==> src/hw/rtl/e2c_pkg.sv <==
// Shared types, constants and the month length table for the epoch-to-calendar block.
`timescale 1ns / 1ps
package e2c_pkg;

  localparam int unsigned InW      = 32;
  localparam int unsigned DaysW    = 16;  // whole days since 1970 fit in 16 bits
  localparam int unsigned TodW     = 17;  // seconds of the day, below 86400

  localparam logic [TodW-1:0] SecsPerHour = 17'd3600;
  localparam logic [TodW-1:0] SecsPerMin  = 17'd60;

  // 86400 = 675 << 7: days = (secs >> 7) * ceil(2^35 / 675) >> 35, exact for 25 bits
  localparam logic [25:0] DayRecip  = 26'd50903317;
  localparam logic [9:0]  DayOdd    = 10'd675;
  // 3600 = 225 << 4: ceil(2^21 / 225), exact below 5400
  localparam logic [13:0] HourRecip = 14'd9321;
  // 60 = 15 << 2: ceil(2^14 / 15), exact below 900
  localparam logic [10:0] MinRecip  = 11'd1093;

  localparam logic [11:0] BaseYear    = 12'd1970;
  localparam logic [6:0]  BaseMod100  = 7'd70;
  localparam logic [8:0]  BaseMod400  = 9'd370;
  localparam logic [8:0]  DaysInYear  = 9'd365;
  localparam logic [8:0]  DaysInLeap  = 9'd366;
  localparam logic [3:0]  LastMonth   = 4'd11;
  // 1970-01-01 was a Thursday; Monday is weekday 1
  localparam logic [3:0]  EpochWdOfs  = 4'd3;

  typedef struct packed {
    logic load;
    logic day_step;
    logic tod_step;
    logic hour_step;
    logic min_step;
    logic year_step;
    logic month_step;
  } cmd_t;

  typedef struct packed {
    logic year_fit;
    logic month_fit;
  } sts_t;

  function automatic logic [4:0] month_len(input logic [3:0] mon, input logic leap);
    logic [4:0] len;
    unique case (mon)
      4'd1:                      len = leap ? 5'd29 : 5'd28;
      4'd3, 4'd5, 4'd8, 4'd10:   len = 5'd30;
      default:                   len = 5'd31;
    endcase
    return len;
  endfunction

endpackage

==> src/hw/rtl/epoch_seconds_to_calendar_top.sv <==
// Top level: epoch seconds to Gregorian date, time of day and weekday.
//
//  channel   handshake             beat contents
//  command   start / busy          epoch_seconds_i
//  result    valid_o (one cycle)   year_o month_o day_of_month_o hour_o
//                                  minute_o second_o weekday_o
//
// One beat steps through the day count by reciprocal multiply, the seconds of day
// and weekday, the hour split and the minute split, then subtracts one year per step
// (up to 136 years) until the days fit, one month per step (up to 11 months), and
// ends in a result cycle. Reset clears only the controller; busy stays high from accept
// until the result cycle ends. Results are shown for exactly one cycle; the receiver
// cannot stall them.
`timescale 1ns / 1ps
module epoch_seconds_to_calendar_top import e2c_pkg::*; (
  input  logic           clk_i,
  input  logic           rst_ni,
  input  logic           start,
  output logic           busy,
  input  logic [InW-1:0] epoch_seconds_i,
  output logic           valid_o,
  output logic [11:0]    year_o,
  output logic [3:0]     month_o,
  output logic [4:0]     day_of_month_o,
  output logic [4:0]     hour_o,
  output logic [5:0]     minute_o,
  output logic [5:0]     second_o,
  output logic [2:0]     weekday_o
);

  cmd_t cmd;
  sts_t sts;

  e2c_ctrl u_ctrl (
    .clk_i   (clk_i),
    .rst_ni  (rst_ni),
    .start   (start),
    .busy    (busy),
    .valid_o (valid_o),
    .sts_i   (sts),
    .cmd_o   (cmd)
  );

  e2c_dp u_dp (
    .clk_i           (clk_i),
    .epoch_seconds_i (epoch_seconds_i),
    .cmd_i           (cmd),
    .sts_o           (sts),
    .year_o          (year_o),
    .month_o         (month_o),
    .day_of_month_o  (day_of_month_o),
    .hour_o          (hour_o),
    .minute_o        (minute_o),
    .second_o        (second_o),
    .weekday_o       (weekday_o)
  );

endmodule

==> src/hw/rtl/e2c_dp.sv <==
// Datapath: day count by reciprocal multiply, time-of-day split, year and month subtraction.
`timescale 1ns / 1ps
module e2c_dp import e2c_pkg::*; (
  input  logic            clk_i,
  input  logic [InW-1:0]  epoch_seconds_i,
  input  cmd_t            cmd_i,
  output sts_t            sts_o,
  output logic [11:0]     year_o,
  output logic [3:0]      month_o,
  output logic [4:0]      day_of_month_o,
  output logic [4:0]      hour_o,
  output logic [5:0]      minute_o,
  output logic [5:0]      second_o,
  output logic [2:0]      weekday_o
);

  logic [InW-1:0]   sec_q, sec_d;
  // day count, then day of year, then day of month
  logic [DaysW-1:0] quot_q, quot_d;
  // seconds of the day, then of the hour, then of the minute
  logic [TodW-1:0]  tod_q, tod_d;
  logic [2:0]       w7_q, w7_d;     // day count mod 7
  logic [11:0]      year_q, year_d;
  logic [6:0]       m100_q, m100_d;
  logic [8:0]       m400_q, m400_d;
  logic [3:0]       mon_q, mon_d;
  logic [4:0]       hour_q, hour_d;
  logic [5:0]       min_q, min_d;

  logic [50:0]      day_prod;
  logic [24:0]      day_base;
  logic [24:0]      day_rem;
  logic [5:0]       oct_sum;
  logic [3:0]       oct_fold;
  logic [25:0]      hour_prod;
  logic [4:0]       hour_quo;
  logic [19:0]      min_prod;
  logic [5:0]       min_quo;
  logic             leap;
  logic [8:0]       ylen;
  logic [4:0]       mlen;
  logic [3:0]       wd_sum;

  assign day_prod = 51'(sec_q[InW-1:7]) * 51'(DayRecip);
  assign day_base = 25'(quot_q) * 25'(DayOdd);
  assign day_rem  = sec_q[InW-1:7] - day_base;

  // 8 is 1 mod 7, so the octal digits sum to the same residue
  assign oct_sum  = {3'd0, quot_q[2:0]} + {3'd0, quot_q[5:3]} + {3'd0, quot_q[8:6]}
                  + {3'd0, quot_q[11:9]} + {3'd0, quot_q[14:12]} + {5'd0, quot_q[15]};
  assign oct_fold = {1'b0, oct_sum[2:0]} + {1'b0, oct_sum[5:3]};

  assign hour_prod = 26'(tod_q[TodW-1:4]) * 26'(HourRecip);
  assign hour_quo  = hour_prod[25:21];
  assign min_prod  = 20'(tod_q[11:2]) * 20'(MinRecip);
  assign min_quo   = min_prod[19:14];

  assign leap = (year_q[1:0] == 2'd0) && ((m100_q != 7'd0) || (m400_q == 9'd0));
  assign ylen = leap ? DaysInLeap : DaysInYear;
  assign mlen = month_len(mon_q, leap);

  assign sts_o.year_fit  = ({7'd0, quot_q[8:0]} < {7'd0, ylen}) && (quot_q[DaysW-1:9] == '0);
  assign sts_o.month_fit = (mon_q == LastMonth) || (quot_q < {11'd0, mlen});

  always_comb begin
    sec_d  = sec_q;
    quot_d = quot_q;
    tod_d  = tod_q;
    w7_d   = w7_q;
    year_d = year_q;
    m100_d = m100_q;
    m400_d = m400_q;
    mon_d  = mon_q;
    hour_d = hour_q;
    min_d  = min_q;
    if (cmd_i.load) begin
      sec_d  = epoch_seconds_i;
      year_d = BaseYear;
      m100_d = BaseMod100;
      m400_d = BaseMod400;
      mon_d  = 4'd0;
    end else begin
      if (cmd_i.day_step) begin
        quot_d = day_prod[50:35];
      end
      if (cmd_i.tod_step) begin
        tod_d = {day_rem[9:0], sec_q[6:0]};
        w7_d  = (oct_fold >= 4'd7) ? 3'(oct_fold - 4'd7) : oct_fold[2:0];
      end
      if (cmd_i.hour_step) begin
        hour_d = hour_quo;
        tod_d  = tod_q - TodW'(hour_quo) * SecsPerHour;
      end
      if (cmd_i.min_step) begin
        min_d = min_quo;
        tod_d = tod_q - TodW'(min_quo) * SecsPerMin;
      end
      if (cmd_i.year_step) begin
        quot_d = quot_q - {7'd0, ylen};
        year_d = year_q + 12'd1;
        m100_d = (m100_q == 7'd99)  ? 7'd0 : m100_q + 7'd1;
        m400_d = (m400_q == 9'd399) ? 9'd0 : m400_q + 9'd1;
      end
      if (cmd_i.month_step) begin
        quot_d = quot_q - {11'd0, mlen};
        mon_d  = mon_q + 4'd1;
      end
    end
  end

  always_ff @(posedge clk_i) begin
    sec_q  <= sec_d;
    quot_q <= quot_d;
    tod_q  <= tod_d;
    w7_q   <= w7_d;
    year_q <= year_d;
    m100_q <= m100_d;
    m400_q <= m400_d;
    mon_q  <= mon_d;
    hour_q <= hour_d;
    min_q  <= min_d;
  end

  assign wd_sum = {1'b0, w7_q} + EpochWdOfs;

  assign year_o         = year_q;
  assign month_o        = mon_q + 4'd1;
  assign day_of_month_o = quot_q[4:0] + 5'd1;
  assign hour_o         = hour_q;
  assign minute_o       = min_q;
  assign second_o       = tod_q[5:0];
  assign weekday_o      = (wd_sum >= 4'd7) ? 3'(wd_sum - 4'd6) : 3'(wd_sum + 4'd1);

endmodule

==> src/hw/rtl/e2c_ctrl.sv <==
// Controller: sequences the day count, time-of-day, year and month steps.
`timescale 1ns / 1ps
module e2c_ctrl import e2c_pkg::*; (
  input  logic clk_i,
  input  logic rst_ni,
  input  logic start,
  output logic busy,
  output logic valid_o,
  input  sts_t sts_i,
  output cmd_t cmd_o
);

  typedef enum logic [7:0] {
    S_IDLE  = 8'b00000001,
    S_DAY   = 8'b00000010,
    S_TOD   = 8'b00000100,
    S_HOUR  = 8'b00001000,
    S_MIN   = 8'b00010000,
    S_YEAR  = 8'b00100000,
    S_MONTH = 8'b01000000,
    S_DONE  = 8'b10000000
  } state_e;

  state_e state_q, state_d;

  always_comb begin
    state_d = state_q;
    cmd_o   = '0;
    unique case (state_q)
      S_IDLE: begin
        if (start) begin
          cmd_o.load = 1'b1;
          state_d    = S_DAY;
        end
      end
      S_DAY: begin
        cmd_o.day_step = 1'b1;
        state_d        = S_TOD;
      end
      S_TOD: begin
        cmd_o.tod_step = 1'b1;
        state_d        = S_HOUR;
      end
      S_HOUR: begin
        cmd_o.hour_step = 1'b1;
        state_d         = S_MIN;
      end
      S_MIN: begin
        cmd_o.min_step = 1'b1;
        state_d        = S_YEAR;
      end
      S_YEAR: begin
        if (sts_i.year_fit) begin
          state_d = S_MONTH;
        end else begin
          cmd_o.year_step = 1'b1;
        end
      end
      S_MONTH: begin
        if (sts_i.month_fit) begin
          state_d = S_DONE;
        end else begin
          cmd_o.month_step = 1'b1;
        end
      end
      S_DONE: begin
        state_d = S_IDLE;
      end
      default: begin
        state_d = S_IDLE;
      end
    endcase
  end

  always_ff @(posedge clk_i or negedge rst_ni) begin
    if (!rst_ni) begin
      state_q <= S_IDLE;
    end else begin
      state_q <= state_d;
    end
  end

  assign busy    = (state_q != S_IDLE);
  assign valid_o = (state_q == S_DONE);

endmodule
==> config.mk <==
export PLATFORM = sky130hd
export DESIGN_NAME = epoch_seconds_to_calendar_top
export DESIGN_NICKNAME = d
export VERILOG_FILES = /design/src/hw/rtl/e2c_pkg.sv /design/src/hw/rtl/epoch_seconds_to_calendar_top.sv /design/src/hw/rtl/e2c_dp.sv /design/src/hw/rtl/e2c_ctrl.sv
export SDC_FILE = /design/constraint.sdc
export NUM_CORES = 1
export LEC_CHECK = 0
export BUFFER_PORTS_ARGS = -buffer_cell sky130_fd_sc_hd__buf_2
export CORE_ASPECT_RATIO = 0.75
export CORE_UTILIZATION = 65
export CTS_BUF_LIST = sky130_fd_sc_hd__clkbuf_4 sky130_fd_sc_hd__clkbuf_8 sky130_fd_sc_hd__clkbuf_16
export DETAILED_ROUTE_END_ITERATION = 12
export PLACE_DENSITY = 0.88
export SLEW_MARGIN = 20
export SYNTH_ARGS = -nofsm -noshare
export SYNTH_HDL_FRONTEND = slang
export SYNTH_HIERARCHICAL = 1
export SYNTH_SLANG_ARGS = --single-unit
==> constraint.sdc <==
create_clock -name clk_i -period 9.1 [get_ports clk_i]
set_input_delay 0.455 -clock clk_i [delete_from_list [all_inputs] [get_ports clk_i]]
set_output_delay 0.455 -clock clk_i [all_outputs]
set_load 0.005 [all_outputs]
==> After elaboration in Yosys (flattened, before gate mapping) <==
Cells that the tools add are included.
{ "word_totals": {"regBits": 119, "out_inout_bits": 43, "wordCells": 106} }
{ "op_classes": {"n_addsub": 20, "multipliers": 6, "order_cmp": 4, "eq_ne": 20, "n_mux": 27, "n_bitwise": 1, "reduce_logical": 17} }
{ "op_table": {"columns": ["cell", "count"], "rows": [
  ["8-bit one-hot mux with 7 select lines", 1],
  ["25-bit by 26-bit multiplier with 51-bit output, second input constant", 1],
  ["17-bit two-way mux", 3],
  ["16-bit two-way mux", 3],
  ["13-bit by 14-bit multiplier with 26-bit output, second input constant", 1],
  ["8-bit two-way mux", 3],
  ["10-bit by 11-bit multiplier with 20-bit output, second input constant", 1],
  ["6-bit by 3-bit adder with 6-bit output", 3],
  ["17-bit by 12-bit subtractor with 17-bit output", 1],
  ["17-bit subtractor", 1],
  ["16-bit by 5-bit < comparator with 1-bit output", 1],
  ["16-bit by 10-bit multiplier with 10-bit output, second input constant", 1],
  ["16-bit by 5-bit subtractor with 16-bit output", 1],
  ["16-bit by 9-bit subtractor with 16-bit output", 1],
  ["5-bit by 8-bit multiplier with 13-bit output, second input constant", 1],
  ["12-bit by 1-bit adder with 12-bit output, second input constant", 1],
  ["4-bit equality test, second input constant", 3],
  ["1-bit two-way mux", 11],
  ["6-bit by 4-bit multiplier with 10-bit output, second input constant", 1],
  ["5-bit one-hot mux with 2 select lines", 1],
  ["2-bit AND reduction", 5],
  ["10-bit subtractor", 1],
  ["9-bit by 1-bit adder with 9-bit output, second input constant", 1],
  ["9-bit equality test, second input constant", 1],
  ["38 further kinds", 47]
]} }

==> Longest topological paths before layout <==
{ "depth": {"depth_word": 11, "ltp_mapped": 38, "depth_no_buf": 38} }

==> Cells and area by module <==
Netlist, hierarchy kept.
{ "modules_own_cells": {"columns": ["mod", "n_inst", "cells_each", "area_per_inst_um2"], "rows": [
  ["e2c_dp", 1, 2189, 21571.9],
  ["e2c_ctrl", 1, 52, 509.2]
]} }

==> Worst setup path after synthesis <==
No wires, ideal clock.
{ "synth_path": {"path_kind": "reg2reg", "start": "register u_dp.tod_q[6]", "end": "register u_dp.tod_q[16] (data pin)", "arrival_ns": 7.604, "required_time_ns": 8.918, "path_slack_ns": 1.314, "path_stages_with_launch": 37, "period_less_slack_ns": 7.786, "path_cell_list": "edfxtp_1 -> clkbuf_1 -> inv_1 -> fa_1 -> inv_1 -> ha_1 -> inv_1 -> fa_1 -> inv_1 -> ha_1 -> nand2_1 -> o21bai_1 -> a21o_1 -> a21o_1 -> a311oi_1 -> o21bai_1 -> xor2_1 -> inv_1 -> fa_1 -> fa_1 -> inv_1 -> ha_1 -> a21oi_1 -> o21bai_1 -> a21oi_1 -> o21bai_1 -> a21oi_1 -> xor2_1 -> ha_1 -> nand2_1 -> nand2b_1 -> a41oi_1 -> nand2_1 -> a21boi_1 -> xor2_1 -> nor2_1 -> nor4b_1"} }
{ "synth_rtl": {"columns": ["item", "line", "source"], "rows": [
  ["start, declared", "e2c_dp.sv:21", "logic [TodW-1:0] tod_q, tod_d;"],
  ["start signal, assigned", "e2c_dp.sv:114", "tod_q <= tod_d;"],
  ["10-bit by 11-bit multiplier with 20-bit output", "e2c_dp.sv:55", "assign min_prod = 20'(tod_q[11:2]) * 20'(MinRecip);"],
  ["named net u_dp.min_prod[17]", "e2c_dp.sv:37", "logic [19:0] min_prod;"],
  ["6-bit by 4-bit multiplier with 10-bit output", "e2c_dp.sv:96", "tod_d = tod_q - TodW'(min_quo) * SecsPerMin;"],
  ["17-bit by 12-bit subtractor with 17-bit output", "e2c_dp.sv:96", null],
  ["17-bit two-way mux", "e2c_dp.sv:94", "if (cmd_i.min_step) begin"]
]} }
The timed path passes the listed nets, and every way through them passes these cells.
A chain may end at the register's enable or synchronous reset.

==> Worst setup path in the final report <==
{ "layout_path": {"start": "register u_dp.tod_q[3]", "end": "register u_dp.tod_q[16] (data pin)"} }
The elaborated chain is that of the path after synthesis.

==> summary.md <==
| Metric | Value |
|---|---|
| Outcome | finished, final reports clean |
| Max incr delay on CP | 620 ps |
| Cell variety after synth | 90 |
| Most frequent CP cell | ha_1 |
| Post-synthesis sequential area ratio | about 15% |
| Port Buf Inserts | 77 |
| # fillers | 2393 |
| Via count | 16500 |
| CP max stage cell | fa_1 |
| Largest area contributor in the netlist | ha_1 |
| Max Cap Viol | 0 |
| Final worst-path cycle share | 94.4% |
| RePlAce Congestion | 0.966 |
| Io pins | 78 |
| Post-Syn Instances | 2241 |
| Synth top area cells | ha_1 29%, fa_1 23%, edfxtp_1 11% |
| Hold crit path type | in2reg |
| Area growth syn-to-layout | 6.91% |
| CP Capture Point | u_dp/tod_q[16] |
| Dominant synthesized flop cell | edfxtp_1 |
| CP Launch Point | u_dp/tod_q[3] |
| Synth Area per Inst | between 9 and 10 µm² |
| ANT cells | 0 |
| Final Util | 70.6% |
| CTS buffer count | 17 |
| Synth cell count leaders | 516 x ha_1, 465 x inv_1, 257 x fa_1 |
| Final Hold Violating Endpoints | 0 |
| Syn. warnings | 6 |
| R2R depth | 37 |
| Total Routing Usage GR | a little under a third |
| Yosys reg bits | 119 |
| Clock root buffer master | clkbuf_16 |
| Req. time, crit path | around 9300 ps |
| First-pass GRT wire length | 87100 µm |
| DRT iter0 DRCs | 1536 |
| CP startpoint kind | flip-flop |
| Clock Tree Buf Depth | 2 |
| Wirelength per Cell | slightly below 20 µm |
| Syn nets | 3049 |
| Nets | ~3100 |
| Crit end category | flip-flop |
| Mapped Area | ~22000 µm² |
| Finish-stage setup viols | 0 |
| Clock-pin slew on the worst setup and hold paths | about 70 ps |
| Cell with the most instances after synthesis | ha_1 |
| DRC Markers | 0 |
| Min cycle time layout | 8590 ps |
| Largest net degree at the start of global routing | 41 |
| Synth async-reset ratio | 6.72% |
| Antenna viol nets, final | 0 |
| Count of final max-slew check failures | 0 |
| WL final | about 54000 µm |
| Die Ht | 162 µm |
| # rows | 58 |
| Critical path fanouts, max | 6 |
| Vias in the first global route | 16900 |
| Layout cells sized above 1 | under 10% |
| Initial Util | 66.0% |
| Die X | 215 µm |
| TritonCTS clock tree | done |
| DP HPWL | ~44000 µm |
| RSZ-0062 raised after global routing | false |
| Die Area | roughly 35000 µm² |
| Slew @ Worst Pin | 1070 ps |
| Top cell type's share of synthesized area | between 20% and 30% |
| Slew margin rel. | around 28% |
| DRT Pass-1 Iters | 5 |
| CTS Sinks | roughly 120 |
| Vias per cell | 5.96 |
| Clock latency on the worst-skew pair | 450 ps |
| R2R Path End | u_dp/tod_q[16] |
| Core Area | 33500 µm² |
| Worst R2R Setup Slack | 510 ps |
| CP arrival | 8830 ps |
| Initial antenna violation count | 0 |
| Fmax | 0.116 GHz |
| Final Skew | around 14 ps |
| Worst R2R Start | u_dp/tod_q[3] |
| Post-synth EDFFs | 79 |
| H-tree depth | 4 |
| CP Class | reg2reg |
| Setup TNS Final | 0 ps |
| Grt total ovfl | 0 |
## worst max-delay path: cells and delay by family, from the launching register on
family / cells / cell delay [ps]
AO/OA/AOI/OAI: 14 / 2640
AND/OR/NAND/NOR: 8 / 1140
adder cells (fa/ha/maj): 10 / 3430
flip-flops: 1 / 510
buffers and inverters: 2 / 130
XOR/XNOR: 3 / 560
## routing by layer
metal	up-vias	part of all wire, %	routed length [µm]	GRT usage (%)
met2	678	46	24500	52.0
met4	0	1.9	1030	7.50
met5	-	0	0	0
met3	90	7.7	4100	4.84
met1	8108	45	23900	45.2
li1	7666	-	-	-
## how the worst min path moves through the flow
stage	slack, ps	cells past startpoint	endpoint	start
after floorplan	160	0	u_ctrl/state_q[1]	rst_ni
after global routing	160	1	u_dp/sec_q[31]	epoch_seconds_i[31]
final	180	1	u_dp/sec_q[26]	epoch_seconds_i[26]
after global placement	310	1	u_ctrl/state_q[3]	rst_ni
after CTS	160	1	u_dp/sec_q[31]	epoch_seconds_i[31]
after detailed placement	310	1	u_ctrl/state_q[3]	rst_ni
## area by class of cell
type	instances	area (µm²)	area share [%]
well taps	450	563	2.38
repair buffers	94	515	2.18
inverters	466	1750	7.41
clock inverters	14	150	0.636
clock buffers	18	450	1.91
multi-input cells	1615	17000	71.9
flip-flops and latches	119	3210	13.6
## metrics by stage
| stage | worst slack [ps] | instances | hold slack [ps] | area [µm²] |
|---|---|---|---|---|
| 2_1_floorplan | 1310 | 2241 | 159 | 22100 |
| 3_3_place_gp | 876 | 2738 | 306 | 22900 |
| 3_5_place_dp | 365 | 2738 | 309 | 22900 |
| 4_1_cts | 238 | 2771 | 163 | 23600 |
| 5_1_grt | 78.1 | 2776 | 162 | 23600 |
| 6_report | 512 | 2776 | 180 | 23600 |
## logic make-up after synthesis
group / count (synthesis) / share of synthesized area (%)
flops: 119 / 14.6
buf+inv: 507 / 8.83
fa+ha+maj: 773 / 52.5
xor+xnor: 118 / 4.68
simple gates: 360 / 8.27
mux: 10 / 0.476
compound gates: 354 / 10.6
## placed cells by master, fill, tap and decap left out, drive strengths merged, types with 12 or more instances in the layout
cell	instances
xor2	49
nand2b	12
nor2b	17
inv	473
and3	17
nand4	20
a21o	37
nor2	85
and2	12
xnor2	69
a31oi	25
nand2	93
o211ai	14
edfxtp	79
dfxtp	32
o21ai	80
nor3	22
nand3	29
fa	257
ha	516
clkbuf	18
buf	93
a21oi	92
## sequential cells by signal (all words and copies together) (netlist names)
name            count
u_dp/minute_o       6
u_dp/hour_o         5
u_dp/w7_q           3
u_dp/tod_q         17
u_dp/quot_q        16
u_dp/m100_q         7
u_dp/year_o        12
u_dp/sec_q         32
u_ctrl/state_q      8
u_dp/mon_q          4
u_dp/m400_q         9
## timing repair
item                       4_1_cts  5_1_grt
hold buffers                     1        0
hold endpoints to repair         7        0
setup buffers                    0        5
gates resized for setup          0        2
setup endpoints to repair        0        2
Power is left out: the tool's default activity adds up to more than one toggle a clock period on the data nets, which glitch-free logic cannot reach.
